===== config.mk =====
export PLATFORM = sky130hd
export DESIGN_NAME = eqt_sum
export DESIGN_NICKNAME = d
export VERILOG_FILES = /design/src/rtl/eqt_pkg.sv /design/src/rtl/eqt_sum.sv
export SDC_FILE = /design/constraint.sdc
export NUM_CORES = 1
export LEC_CHECK = 0
export CAP_MARGIN = 20
export CORE_MARGIN = 2
export CORE_UTILIZATION = 30
export CTS_BUF_LIST = sky130_fd_sc_hd__clkbuf_4 sky130_fd_sc_hd__clkbuf_8 sky130_fd_sc_hd__clkbuf_16
export CTS_CLUSTER_SIZE = 8
export DETAILED_ROUTE_END_ITERATION = 8
export DONT_BUFFER_PORTS = 1
export PLACE_DENSITY = 0.5
export SETUP_SLACK_MARGIN = 0.05
export SLEW_MARGIN = 5
export SYNTH_ARGS = -nofsm -noshare
export SYNTH_HDL_FRONTEND = slang
export SYNTH_SLANG_ARGS = --single-unit

===== constraint.sdc =====
create_clock -name clk -period 7.3 [get_ports clk]
set_input_delay 1.46 -clock clk [delete_from_list [all_inputs] [get_ports clk]]
set_output_delay 1.46 -clock clk [all_outputs]
set_load 0.02 [all_outputs]

===== src/rtl/eqt_pkg.sv =====
`default_nettype none

package eqt_pkg;

	localparam int TABLE_BITS = 10;
	localparam int SHIFT = 16 - TABLE_BITS;
	localparam int QW = TABLE_BITS - 1;
	localparam int QN = (1 << (TABLE_BITS - 2)) + 1;
	localparam logic [TABLE_BITS-1:0] QUARTER = TABLE_BITS'(1 << (TABLE_BITS - 2));
	localparam logic [TABLE_BITS-1:0] RMASK = TABLE_BITS'((1 << (TABLE_BITS - 2)) - 1);
	localparam logic [63:0] Q60_PI = 64'h3243F6A8885A308D;
	localparam logic signed [16:0] ONE_POS = 17'sd16384;
	localparam logic signed [16:0] ONE_NEG = -17'sd16384;

	typedef logic signed [15:0] q14_t;
	typedef logic [TABLE_BITS-1:0] idx_t;
	typedef q14_t qtab_t [QN];

	typedef struct packed {
		q14_t s0;
		q14_t c0;
		q14_t s1;
		q14_t c1;
		q14_t s2;
		q14_t c2;
	} trig_t;

	typedef struct packed {
		q14_t s0;
		q14_t c0;
		q14_t s2;
		q14_t c2;
		q14_t s12;
		q14_t c12;
		q14_t c0s1;
		q14_t s0c1;
		q14_t c0c1;
		q14_t s0s1;
	} prod1_t;

	typedef struct packed {
		q14_t wa;
		q14_t wb;
		q14_t xa;
		q14_t xb;
		q14_t ya;
		q14_t yb;
		q14_t za;
		q14_t zb;
	} prod2_t;

	function automatic logic [63:0] mul_q60(input logic [63:0] a, input logic [63:0] b);
		logic [127:0] p;
		p = {64'b0, a} * {64'b0, b};
		return p[123:60];
	endfunction

	function automatic logic [63:0] div_term(input logic [63:0] t, input logic [3:0] k);
		logic [63:0] d;
		unique case (k)
			4'd1: d = t / 64'd6;
			4'd2: d = t / 64'd20;
			4'd3: d = t / 64'd42;
			4'd4: d = t / 64'd72;
			4'd5: d = t / 64'd110;
			4'd6: d = t / 64'd156;
			4'd7: d = t / 64'd210;
			4'd8: d = t / 64'd272;
			4'd9: d = t / 64'd342;
			4'd10: d = t / 64'd420;
			4'd11: d = t / 64'd506;
			4'd12: d = t / 64'd600;
			4'd13: d = t / 64'd702;
			default: d = t;
		endcase
		return d;
	endfunction

	// first-quadrant sine by taylor series in q4.60
	function automatic q14_t quad_sine(input logic [15:0] r);
		logic [63:0] x;
		logic [63:0] x2;
		logic [63:0] term;
		logic [63:0] sum;
		logic [63:0] rnd;
		x = 64'(r) * (Q60_PI >> 15);
		x2 = mul_q60(x, x);
		term = x;
		sum = x;
		for (int k = 1; k <= 13; k++) begin
			term = div_term(mul_q60(term, x2), 4'(k));
			if (k % 2 == 1) begin
				sum = sum - term;
			end else begin
				sum = sum + term;
			end
		end
		rnd = sum + (64'd1 << 45);
		return q14_t'(rnd >> 46);
	endfunction

	function automatic qtab_t gen_qtab();
		qtab_t t;
		for (int j = 0; j < QN; j++) begin
			t[j] = quad_sine(16'(j << SHIFT));
		end
		return t;
	endfunction

	localparam qtab_t QTAB = gen_qtab();

	// full-circle sine from the quarter-wave table
	function automatic q14_t sin_lookup(input idx_t idx);
		logic [1:0] q;
		logic [QW-1:0] r;
		q14_t v;
		q = idx[TABLE_BITS-1 -: 2];
		r = QW'(idx & RMASK);
		if (q[0]) begin
			v = QTAB[QW'(QN - 1) - r];
		end else begin
			v = QTAB[r];
		end
		return q[1] ? -v : v;
	endfunction

	// halve toward zero, keep the top bits as table index
	function automatic idx_t half_index(input logic signed [15:0] a);
		logic signed [15:0] h;
		h = (a + $signed({15'b0, a[15]})) >>> 1;
		return h[15 -: TABLE_BITS];
	endfunction

	// q2.14 product, round half up
	function automatic q14_t mul_rnd(input q14_t a, input q14_t b);
		logic signed [31:0] p;
		p = 32'(a) * 32'(b) + 32'sd8192;
		return q14_t'(p >>> 14);
	endfunction

	function automatic q14_t sat_q(input logic signed [16:0] v);
		q14_t r;
		if (v > ONE_POS) begin
			r = q14_t'(ONE_POS);
		end else if (v < ONE_NEG) begin
			r = q14_t'(ONE_NEG);
		end else begin
			r = q14_t'(v);
		end
		return r;
	endfunction

endpackage

`default_nettype wire


===== src/rtl/eqt_sum.sv =====
`default_nettype none

module eqt_sum
	import eqt_pkg::*;
(
	input  wire logic   clk,
	input  wire logic   arst_n,
	input  wire logic   up_valid,
	output logic        up_ready,
	input  wire prod2_t prod,
	output logic        dn_valid,
	input  wire logic   dn_ready,
	output q14_t        quat_w,
	output q14_t        quat_x,
	output q14_t        quat_y,
	output q14_t        quat_z
);

	logic valid_s4;
	q14_t w_s4;
	q14_t x_s4;
	q14_t y_s4;
	q14_t z_s4;

	assign up_ready = !valid_s4 || dn_ready;
	assign dn_valid = valid_s4;
	assign quat_w   = w_s4;
	assign quat_x   = x_s4;
	assign quat_y   = y_s4;
	assign quat_z   = z_s4;

	always_ff @(posedge clk or negedge arst_n) begin
		if (!arst_n) begin
			valid_s4 <= 1'b0;
		end else if (up_ready) begin
			valid_s4 <= up_valid;
		end
	end

	always_ff @(posedge clk) begin
		if (up_valid && up_ready) begin
			w_s4 <= sat_q(17'(prod.wa) + 17'(prod.wb));
			x_s4 <= sat_q(17'(prod.xa) - 17'(prod.xb));
			y_s4 <= sat_q(17'(prod.ya) + 17'(prod.yb));
			z_s4 <= sat_q(17'(prod.za) - 17'(prod.zb));
		end
	end

endmodule

`default_nettype wire

==> results of run 1 <==
[worst max-delay path: cells and delay by family]
kind | cells | cell delay (ns)
adders and majority gates | 2 | 0.65
buffers and inverters | 1 | 0.02
AOI/OAI and AO/OA | 4 | 1.67
and+or+nand+nor | 3 | 0.81
[cells in the mapped netlist (8+ instances only)]
library cell | count | area, um2
a21o_1 | 20 | 150
nor3_2 | 9 | 90.1
xor2_1 | 24 | 210
nand3_1 | 17 | 85.1
a21oi_1 | 76 | 380
xnor2_1 | 26 | 228
ha_1 | 64 | 801
o211ai_1 | 8 | 60.1
nand2b_1 | 12 | 75.1
a211oi_1 | 10 | 75.1
and3_1 | 11 | 68.8
o22ai_1 | 13 | 81.3
nor3_1 | 8 | 40.0
nor2_1 | 31 | 116
o21ai_0 | 28 | 140
nand2_1 | 66 | 248
edfxtp_1 | 64 | 1920
inv_1 | 47 | 176
[layer usage]
layer  vias up  wire length (um)  GRT usage (%)
met4         0               310           5.57
met1      2190              6740           18.0
met3        18               927           3.57
li1       2356                 -              -
met5         -                 0              0
met2       156              6990           23.3
[worst max-delay path by stage]
stage	start	to	slack (ns)
2_1_floorplan	prod[80]	quat_x[10]$_SDFFCE_PP0P_	3.30
3_3_place_gp	prod[80]	quat_x[12]$_SDFFCE_PP0P_	2.63
3_5_place_dp	prod[80]	quat_x[12]$_SDFFCE_PP0P_	2.51
4_1_cts	prod[80]	quat_x[12]$_SDFFCE_PP0P_	2.84
5_1_grt	prod[80]	quat_x[12]$_SDFFCE_PP0P_	2.64
6_report	prod[80]	quat_x[12]$_SDFFCE_PP0P_	2.84
[registers in the layout (all words and copies together) (netlist names)]
register	count
dn_valid	1
quat_w	16
quat_x	16
quat_y	16
quat_z	16
[metrics by stage]
stage | cells | setup slack [ns] | area [um2] | total power [mW]
floorplan | 634 | 3.30 | 5820 | 0.897
global placement | 886 | 2.63 | 6100 | 0.981
detailed placement | 886 | 2.51 | 6100 | 0.989
CTS | 902 | 2.84 | 6390 | 1.42
global route | 902 | 2.64 | 6390 | 1.49
finish | 902 | 2.84 | 6390 | 1.40
[cell families (layout without fill, tap and decap cells)]
kind of cell	count (synthesis)	count (layout)	share of synthesized area (%)
compound gates	200	200	22.4
xor+xnor	51	51	7.80
fa+ha+maj	68	68	15.1
buf+inv	58	66	4.06
flops	65	65	33.4
simple gates	192	192	17.2
[area by class of cell]
type / instances / area, um2 / share of cell area, %
multi-input combinational: 511 / 3640 / 56.9
sequential: 65 / 1950 / 30.4
tap: 260 / 325 / 5.09
clock buffer: 10 / 233 / 3.64
inverter: 49 / 184 / 2.88
clock inverter: 6 / 58.8 / 0.920
timing repair buffer: 1 / 7.51 / 0.117
[layout by cell type (no fill, tap or decap), types with 4 or more instances in the layout]
| master | count |
|---|---|
| a211oi_1 | 10 |
| a21bo_2 | 4 |
| a21o_1 | 20 |
| a21oi_1 | 76 |
| and2_1 | 5 |
| and3_1 | 11 |
| clkbuf_16 | 9 |
| edfxtp_1 | 64 |
| fa_1 | 4 |
| ha_1 | 64 |
| inv_1 | 47 |
| nand2_1 | 66 |
| nand2b_1 | 12 |
| nand3_1 | 17 |
| nand4_1 | 4 |
| nor2_1 | 31 |
| nor2b_1 | 7 |
| nor3_1 | 8 |
| nor3_2 | 9 |
| nor3b_1 | 4 |
| o211ai_1 | 8 |
| o21ai_0 | 28 |
| o21bai_1 | 4 |
| o22ai_1 | 13 |
| xnor2_1 | 26 |
| xor2_1 | 24 |
[power by group]
group | switching [mW] | internal, mW | leakage (nW)
sequential | 0.0671 | 0.476 | 0.639
clock | 0.156 | 0.265 | 0.141
combinational | 0.266 | 0.171 | 1.83
==> results.md, run 1 <==
- Total CTS buffers: 9
- First-pass GRT wire length: 23.2 mm
- Worst-margin pin slew: around 0.98 ns
- Power Density: between 200 and 250 nW/um2
- Root buffer cell: clkbuf_16
- Post-CTS resize count: 0
- RSZ-0062 raised after global routing: no
- Critical-path cell list: inv_1 > ha_1 > fa_1 > nand2b_1 > a211oi_1 > nor2_1 > o311ai_0 > a31o_2 > nand3_1 > a21oi_1
- Startpoint types: primary input
- Hold Crit Class: in2async
- Port Buf Inserts: 0
- Final Max Slew Viols: 0
- Average routed wire per standard cell: approximately 17 um
- Number of synthesized flops with an enable pin: 64
- Layout cells sized above 1: 7.17%
- Maximum vdd drop: around 0.078 mV
- Distinct cell type count after synthesis: 69
- Die footprint: 20500 um2
- Worst Hold Margin: around 0.82 ns
- # clock sinks: 65
- Fin util: 33.8%
- Drt pass-1 iters: 5
- Core Area: approximately 19000 um2
- I/O Pins: between 150 and 200
- Buffer count from post-CTS setup fixing: 0
- CP peak stage delay: ~0.56 ns
- DR vias: roughly 4700
- Largest net degree at the start of global routing: 65
- Initial cell density of the core: between 30% and 40%
- Residual DRC count: 0
- Post-layout min period: 4.46 ns
- FP Rows: 50
- Die extent in x: 143 um
- Register area share after synthesis: roughly a third
- Routed Antenna Nets: 0
- Seq cells post-synth: 65
- Congestion Overflow GR: 0
- Syn_area_per_cell: 9.18 um2
- Vias/cell: 5.23
- Vias in the first global route: 4621
- Async set-reset flop share out of synthesis: 1.54%
- # H-tree levels: 3
- Critical Path AT: ~4.6 ns
- Routed WL: 15.0 mm
- Worst skew pair latency: 0.34 ns
- Max stage delay cell, worst path: o311ai_0
- Fmax: 224 MHz
- R2R cell count: 3
- Ys Warns: 0
- Gr usage total: 14.2%
- CP Max Fanout: 15
- N_diodes: 0
- Ys flop type: edfxtp_1
- Final net count: roughly 840
- Worst EP required: roughly 7.5 ns
- Layout Skew: 0.00727 ns
- DR iter-0 viols: around 140
- Maximum clock path buffer count: 2
- Max Cap Viol: 0
- CTS clk-pin slew, worst paths: 0.05 ns
- Status: completed
- Flop-to-flop setup slack: 5.32 ns
- Placer Congestion: roughly 0.87
- Fin Setup TNS: 0 ns
- Hpwl dp: approximately 12 mm
- CP Class: in2reg
- Syn nets: 834
- Crit end category: flip-flop
- Post-Syn Area: 5820 um2
- End of the worst register-to-register path: quat_y[8]$_SDFFCE_PP0P_
- Layout fillers: 1969
- Synthesis-to-finish area growth: 9.84%
- CTS tree: yes
- Final hold vios: 0
- Initial antenna violation count: 0
- P_leak: 2.61 nW
- Post-route clock period utilization: 61.1%
- R2r startpoint: dn_valid$_DFFE_PN0N_
- Slew margin rel.: 34.4%
- Gate Count Post-Synth: 634
- Post-CTS Hold Buffers: 0
- Die Y: 143 um
- # setup viols final: 0
(Power assumes the default switching activity.)
==> run 2, diff against run 1 <==
==> constraint.sdc (replaced) <==
create_clock -name clk -period 4.6 [get_ports clk]
set_input_delay 0.92 -clock clk [delete_from_list [all_inputs] [get_ports clk]]
set_output_delay 0.92 -clock clk [all_outputs]
set_load 0.02 [all_outputs]
==> results.md, run 2 (same netlist as run 1, synthesis figures left out) <==
- CP Max Fanout: 15 (unchanged)
- Placer Congestion: 0.878 (+0.89%)
- Port Buf Inserts: 0 (unchanged)
- Power Density: 350 nW/um2 (+60%)
- Layout cells sized above 1: 7.62% (+0.46 points)
- Dpl cells: 887 (+0.11%)
- RSZ-0062 raised after global routing: no
- Crit end category: flip-flop
- Commonest cells after routing, fill and taps aside: a21oi_1, nand2_1, ha_1, edfxtp_1, inv_1
- Vias/cell: 5.27 (+0.78%)
- Congestion Overflow GR: 0 (unchanged)
- Residual DRC count: 0 (unchanged)
- Commonest non-fill, non-tap cell in the layout: a21oi_1
- Die Y: 143 um (unchanged)
- Gr usage total: 14.4% (+0.15 points)
- Hold Crit Class: in2async
- DR vias: 4762 (+0.89%)
- Total CTS buffers: 9 (unchanged)
- Final Max Slew Viols: 0 (unchanged)
- Fin util: 33.9% (+0.046 points)
- Final net count: 838 (+0.12%)
- Worst skew pair latency: 0.33 ns (about the same)
- Status: completed
- FP Rows: 50 (unchanged)
- Die footprint: 20500 um2 (unchanged)
- Synthesis-to-finish area growth: 9.99%
- Critical-path cell list: inv_1 > ha_1 > fa_1 > nand2b_1 > a211oi_1 > nor2_1 > o311ai_0 > a31o_2 > nand3_1 > a21oi_1
- First-pass GRT wire length: 23.1 mm (-0.18%)
- Startpoint types: primary input
- P_leak: 2.63 nW (+0.56%)
- Routed WL: 15.3 mm (+2.2%)
- DR iter-0 viols: 303 (+120%)
- CTS clk-pin slew, worst paths: 0.05 ns (about the same)
- # setup viols final: 0 (unchanged)
- N_diodes: 0 (unchanged)
- Buffer count from post-CTS setup fixing: 0 (unchanged)
- I/O Pins: 198 (unchanged)
- Average routed wire per standard cell: 16.9 um (+2.0%)
- CTS tree: yes
- Critical Path AT: 3.71 ns (-0.90 ns)
- Hpwl dp: 12.6 mm (+2.8%)
- Fin Setup TNS: 0 ns (unchanged)
- Slew margin rel.: 44.5% (+10 points)
- Initial cell density of the core: 30.8% (unchanged)
- Layout Skew: 0.00893 ns (+0.00165 ns)
- # H-tree levels: 3 (unchanged)
- Post-layout min period: 3.54 ns
- CP Class: in2reg
- Register area: 1950 um2 (unchanged)
- Die extent in x: 143 um (unchanged)
- Final hold vios: 0 (unchanged)
- Largest net degree at the start of global routing: 65 (unchanged)
- Footprint of the multi-input gates: 3640 um2 (unchanged)
- CP peak stage delay: 0.48 ns (-0.08 ns)
- Post-route clock period utilization: between 70% and 80%
- Maximum clock path buffer count: 2 (unchanged)
- Post-CTS Hold Buffers: 0 (unchanged)
- Post-route insts no fill: 903 (+0.11%)
- Max Cap Viol: 0 (unchanged)
- Fmax: ~280 MHz
- Drt pass-1 iters: 5 (unchanged)
- Maximum vdd drop: 0.158 mV (+100%)
- Vias in the first global route: 4425 (-4.2%)
- Worst EP required: 4.76 ns (-2.69 ns)
- Worst-margin pin slew: 0.833 ns (-0.151 ns)
- Routed Antenna Nets: 0 (unchanged)
- # clock sinks: 65 (unchanged)
- Layout fillers: 2000 (+1.6%)
- Max stage delay cell, worst path: o311ai_0
- Initial antenna violation count: 0 (unchanged)
- Post-CTS resize count: 0 (unchanged)
- Core Area: 18900 um2 (unchanged)
- Root buffer cell: clkbuf_16
-- run 2: cell count changes in the layout (fill, tap and decap cells not counted), sizes merged --
cell	before	now
buf	1	2
clkbuf	10	12
clkinv	4	3
clkinvlp	1	0
-- run 2: path summary, 6_finish.rpt --
path	startpoint	cells after the start	to	slack, ns
max	prod[80]	10	quat_x[1]$_SDFFCE_PP0P_	1.06
min	arst_n	0	dn_valid$_DFFE_PN0N_	0.29
max reg2reg	dn_valid$_DFFE_PN0N_	3	quat_z[1]$_SDFFCE_PP0P_	2.64
min reg2reg	dn_valid$_DFFE_PN0N_	2	dn_valid$_DFFE_PN0N_	0.84
max in group asynchronous	arst_n	0	dn_valid$_DFFE_PN0N_	4.25
min in group clk	up_valid	1	dn_valid$_DFFE_PN0N_	0.71
-- run 2: routing by layer --
layer	routed length [um]	GRT usage (%)	up-vias	share of wire, %
li1	-	-	2360	-
met1	6940	18.8	2220	45
met2	7230	23.8	170	47
met3	920	2.83	12	6.0
met4	199	4.80	0	1.3
met5	0	0	-	0
-- run 2: layout make-up --
| type | count | share of cell area (%) |
|---|---|---|
| clock buffers | 12 | 3.87 |
| clock inverters | 4 | 0.703 |
| inverters | 49 | 2.87 |
| multi-input cells | 511 | 56.8 |
| flip-flops and latches | 65 | 30.4 |
| well taps | 260 | 5.08 |
| repair buffers | 2 | 0.234 |
-- run 2: through the flow --
step                hold WS [ns]  area (um2)  power, mW  setup WS (ns)
global placement           0.624        6110       1.57          0.997
global route               0.271        6400       2.37          0.757
floorplan                  0.624        5820       1.42           1.14
detailed placement         0.624        6110       1.58          0.763
finish                     0.287        6400       2.24           1.06
CTS                        0.270        6400       2.26           1.10
-- run 2: power breakdown --
part,switching [mW],internal (mW)
clock network,0.241,0.434
logic,0.430,0.275
registers,0.108,0.755
total,0.780,1.46
-- run 2: critical path: cells and delay by family --
family / cells / cell delay (ns)
AO/OA/AOI/OAI: 4 / 1.44
adder cells (fa/ha/maj): 2 / 0.61
buffers and inverters: 1 / 0.02
AND/OR/NAND/NOR: 3 / 0.72
==> run 3, diff against run 2 <==
==> constraint.sdc (replaced) <==
create_clock -name clk -period 3.33 [get_ports clk]
set_input_delay 0.666 -clock clk [delete_from_list [all_inputs] [get_ports clk]]
set_output_delay 0.666 -clock clk [all_outputs]
set_load 0.02 [all_outputs]
==> results.md, run 3 (same netlist as run 1, synthesis figures left out) <==
- Register area: 1950 um2 (unchanged)
- Post-route clock period utilization: a little under 90%
- Port Buf Inserts: 0 (unchanged)
- Layout fillers: 1939 (-3.1%)
- Layout Skew: 0.0105 ns (+0.00159 ns)
- Largest net degree at the start of global routing: 24 (-63%)
- Hpwl dp: 12.7 mm (+1.2%)
- RSZ-0062 raised after global routing: no
- Post-CTS resize count: 0 (unchanged)
- Layout cells sized above 1: 8.60% (+0.98 points)
- FP Rows: 50 (unchanged)
- Slew margin rel.: 65.0% (+20 points)
- Worst EP required: 3.40 ns (-1.36 ns)
- Power Density: 471 nW/um2 (+34%)
- Status: completed
- CTS clk-pin slew, worst paths: 0.06 ns (about the same)
- Footprint of the multi-input gates: 3640 um2 (unchanged)
- Max Cap Viol: 0 (unchanged)
- Worst Hold Margin: 0.0234 ns (-0.263 ns)
- Maximum clock path buffer count: 2 (unchanged)
- # H-tree levels: 3 (unchanged)
- DR vias: 4766 (+0.084%)
- End of the worst register-to-register path: quat_x[9]$_SDFFCE_PP0P_
- Final Max Slew Viols: 0 (unchanged)
- Hold Crit Class: in2async
- Buffer count from post-CTS setup fixing: 0 (unchanged)
- Final hold vios: 0 (unchanged)
- Commonest non-fill, non-tap cell in the layout: a21oi_1
- Initial antenna violation count: 0 (unchanged)
- Placer Congestion: 0.864 (-1.5%)
- Startpoint types: primary input
- First-pass GRT wire length: 24.0 mm (+3.8%)
- Worst skew pair latency: 0.33 ns (about the same)
- Pre-CTS setup slack: 0.0318 ns (-0.731 ns)
- Post-layout min period: 2.97 ns
- Fin util: 34.2% (+0.26 points)
- Crit end category: flip-flop
- Critical Path AT: 3.04 ns (-0.67 ns)
- R2R cell count: 3 (unchanged)
- R2r startpoint: dn_valid$_DFFE_PN0N_
- Die extent in x: 143 um (unchanged)
- Commonest cells after routing, fill and taps aside: a21oi_1, nand2_1, ha_1, edfxtp_1, inv_1
- Maximum vdd drop: 0.201 mV (+28%)
- Die footprint: 20500 um2 (unchanged)
- Drt pass-1 iters: 4 (-1)
- Fmax: 336 MHz
- Total CTS buffers: 9 (unchanged)
- Core Area: 18900 um2 (unchanged)
- # clock sinks: 65 (unchanged)
- Routed Antenna Nets: 0 (unchanged)
- Post-CTS Hold Buffers: 0 (unchanged)
- Gr usage total: 14.7% (+0.37 points)
- Die Y: 143 um (unchanged)
- Initial cell density of the core: 30.8% (unchanged)
- Congestion Overflow GR: 0 (unchanged)
- Fin Setup TNS: 0 ns (unchanged)
- Final net count: 847 (+1.1%)
- CP Class: in2reg
- Synthesis-to-finish area growth: 10.8%
- N_diodes: 0 (unchanged)
- Post-layout worst setup margin: 0.356 ns (-0.702 ns)
- Average routed wire per standard cell: 16.9 um (about the same)
- Flop-to-flop setup slack: 1.33 ns (-1.31 ns)
- # setup viols final: 0 (unchanged)
- Routed WL: 15.4 mm (+0.83%)
- CTS tree: yes
- CP Max Fanout: 14 (-1)
- P_leak: 2.65 nW (+1.0%)
- DR iter-0 viols: 207 (-32%)
- I/O Pins: 198 (unchanged)
- Root buffer cell: clkbuf_16
- Vias in the first global route: 4728 (+6.8%)
- Worst-margin pin slew: 0.526 ns (-0.307 ns)
- Residual DRC count: 0 (unchanged)
- Vias/cell: 5.23 (-0.79%)
-- run 3: cell types whose count changed in the layout (fill, tap and decap cells not counted), sizes merged --
cell | before | now
buf | 2 | 11
bufinv | 1 | 0
clkbuf | 12 | 11
clkinvlp | 0 | 1
-- run 3: through the flow --
| stage | power [mW] | std cells | instance area (um2) |
|---|---|---|---|
| after CTS | 3.06 | 911 | 6450 |
| after floorplan | 1.97 | 634 | 5820 |
| final | 3.04 | 911 | 6450 |
| after global routing | 3.23 | 911 | 6450 |
| after detailed placement | 2.21 | 896 | 6190 |
| after global placement | 2.19 | 896 | 6190 |
-- run 3: how the worst max path moves through the flow --
| stage | slack, ns | depth (start not counted) | end | start |
|---|---|---|---|---|
| floorplan | 0.13 | 12 | quat_x[10]$_SDFFCE_PP0P_ | prod[80] |
| global placement | 0.12 | 9 | quat_y[5]$_SDFFCE_PP0P_ | prod[32] |
| detailed placement | 0.03 | 11 | quat_x[6]$_SDFFCE_PP0P_ | prod[80] |
| CTS | 0.35 | 11 | quat_x[6]$_SDFFCE_PP0P_ | prod[80] |
| global route | 0.19 | 11 | quat_x[6]$_SDFFCE_PP0P_ | prod[80] |
| finish | 0.36 | 11 | quat_x[6]$_SDFFCE_PP0P_ | prod[80] |
-- run 3: layer usage --
| layer | up-vias | global-route usage (%) | wire [um] |
|---|---|---|---|
| met5 | - | 0 | 0 |
| met2 | 156 | 24.5 | 7220 |
| met1 | 2223 | 18.8 | 7010 |
| li1 | 2369 | - | - |
| met3 | 18 | 3.50 | 881 |
| met4 | 0 | 5.11 | 296 |
-- run 3: area by class of cell --
type                            instances  share of cell area (%)
Clock inverter                          4                   0.330
Tap cell                              260                    5.04
Multi-Input combinational cell        511                    56.4
Inverter                               49                    2.85
Timing Repair Buffer                   11                    1.47
Sequential cell                        65                    30.2
Clock buffer                           11                    3.72
-- run 3: critical path: stages --
cell and delay (ns):
inv_1 0.03, ha_1 0.22, fa_1 0.41, nand2b_1 0.17
a211oi_1 0.30, nor2_1 0.12, o311ai_0 0.46, a31o_2 0.27
or3_1 0.11, buf_4 0.19, a21oi_1 0.11
-- run 3: power by group --
group          switching, mW  internal (mW)
Sequential             0.149           1.04
Clock                  0.332          0.510
Combinational          0.600          0.403
Total                   1.08           1.96
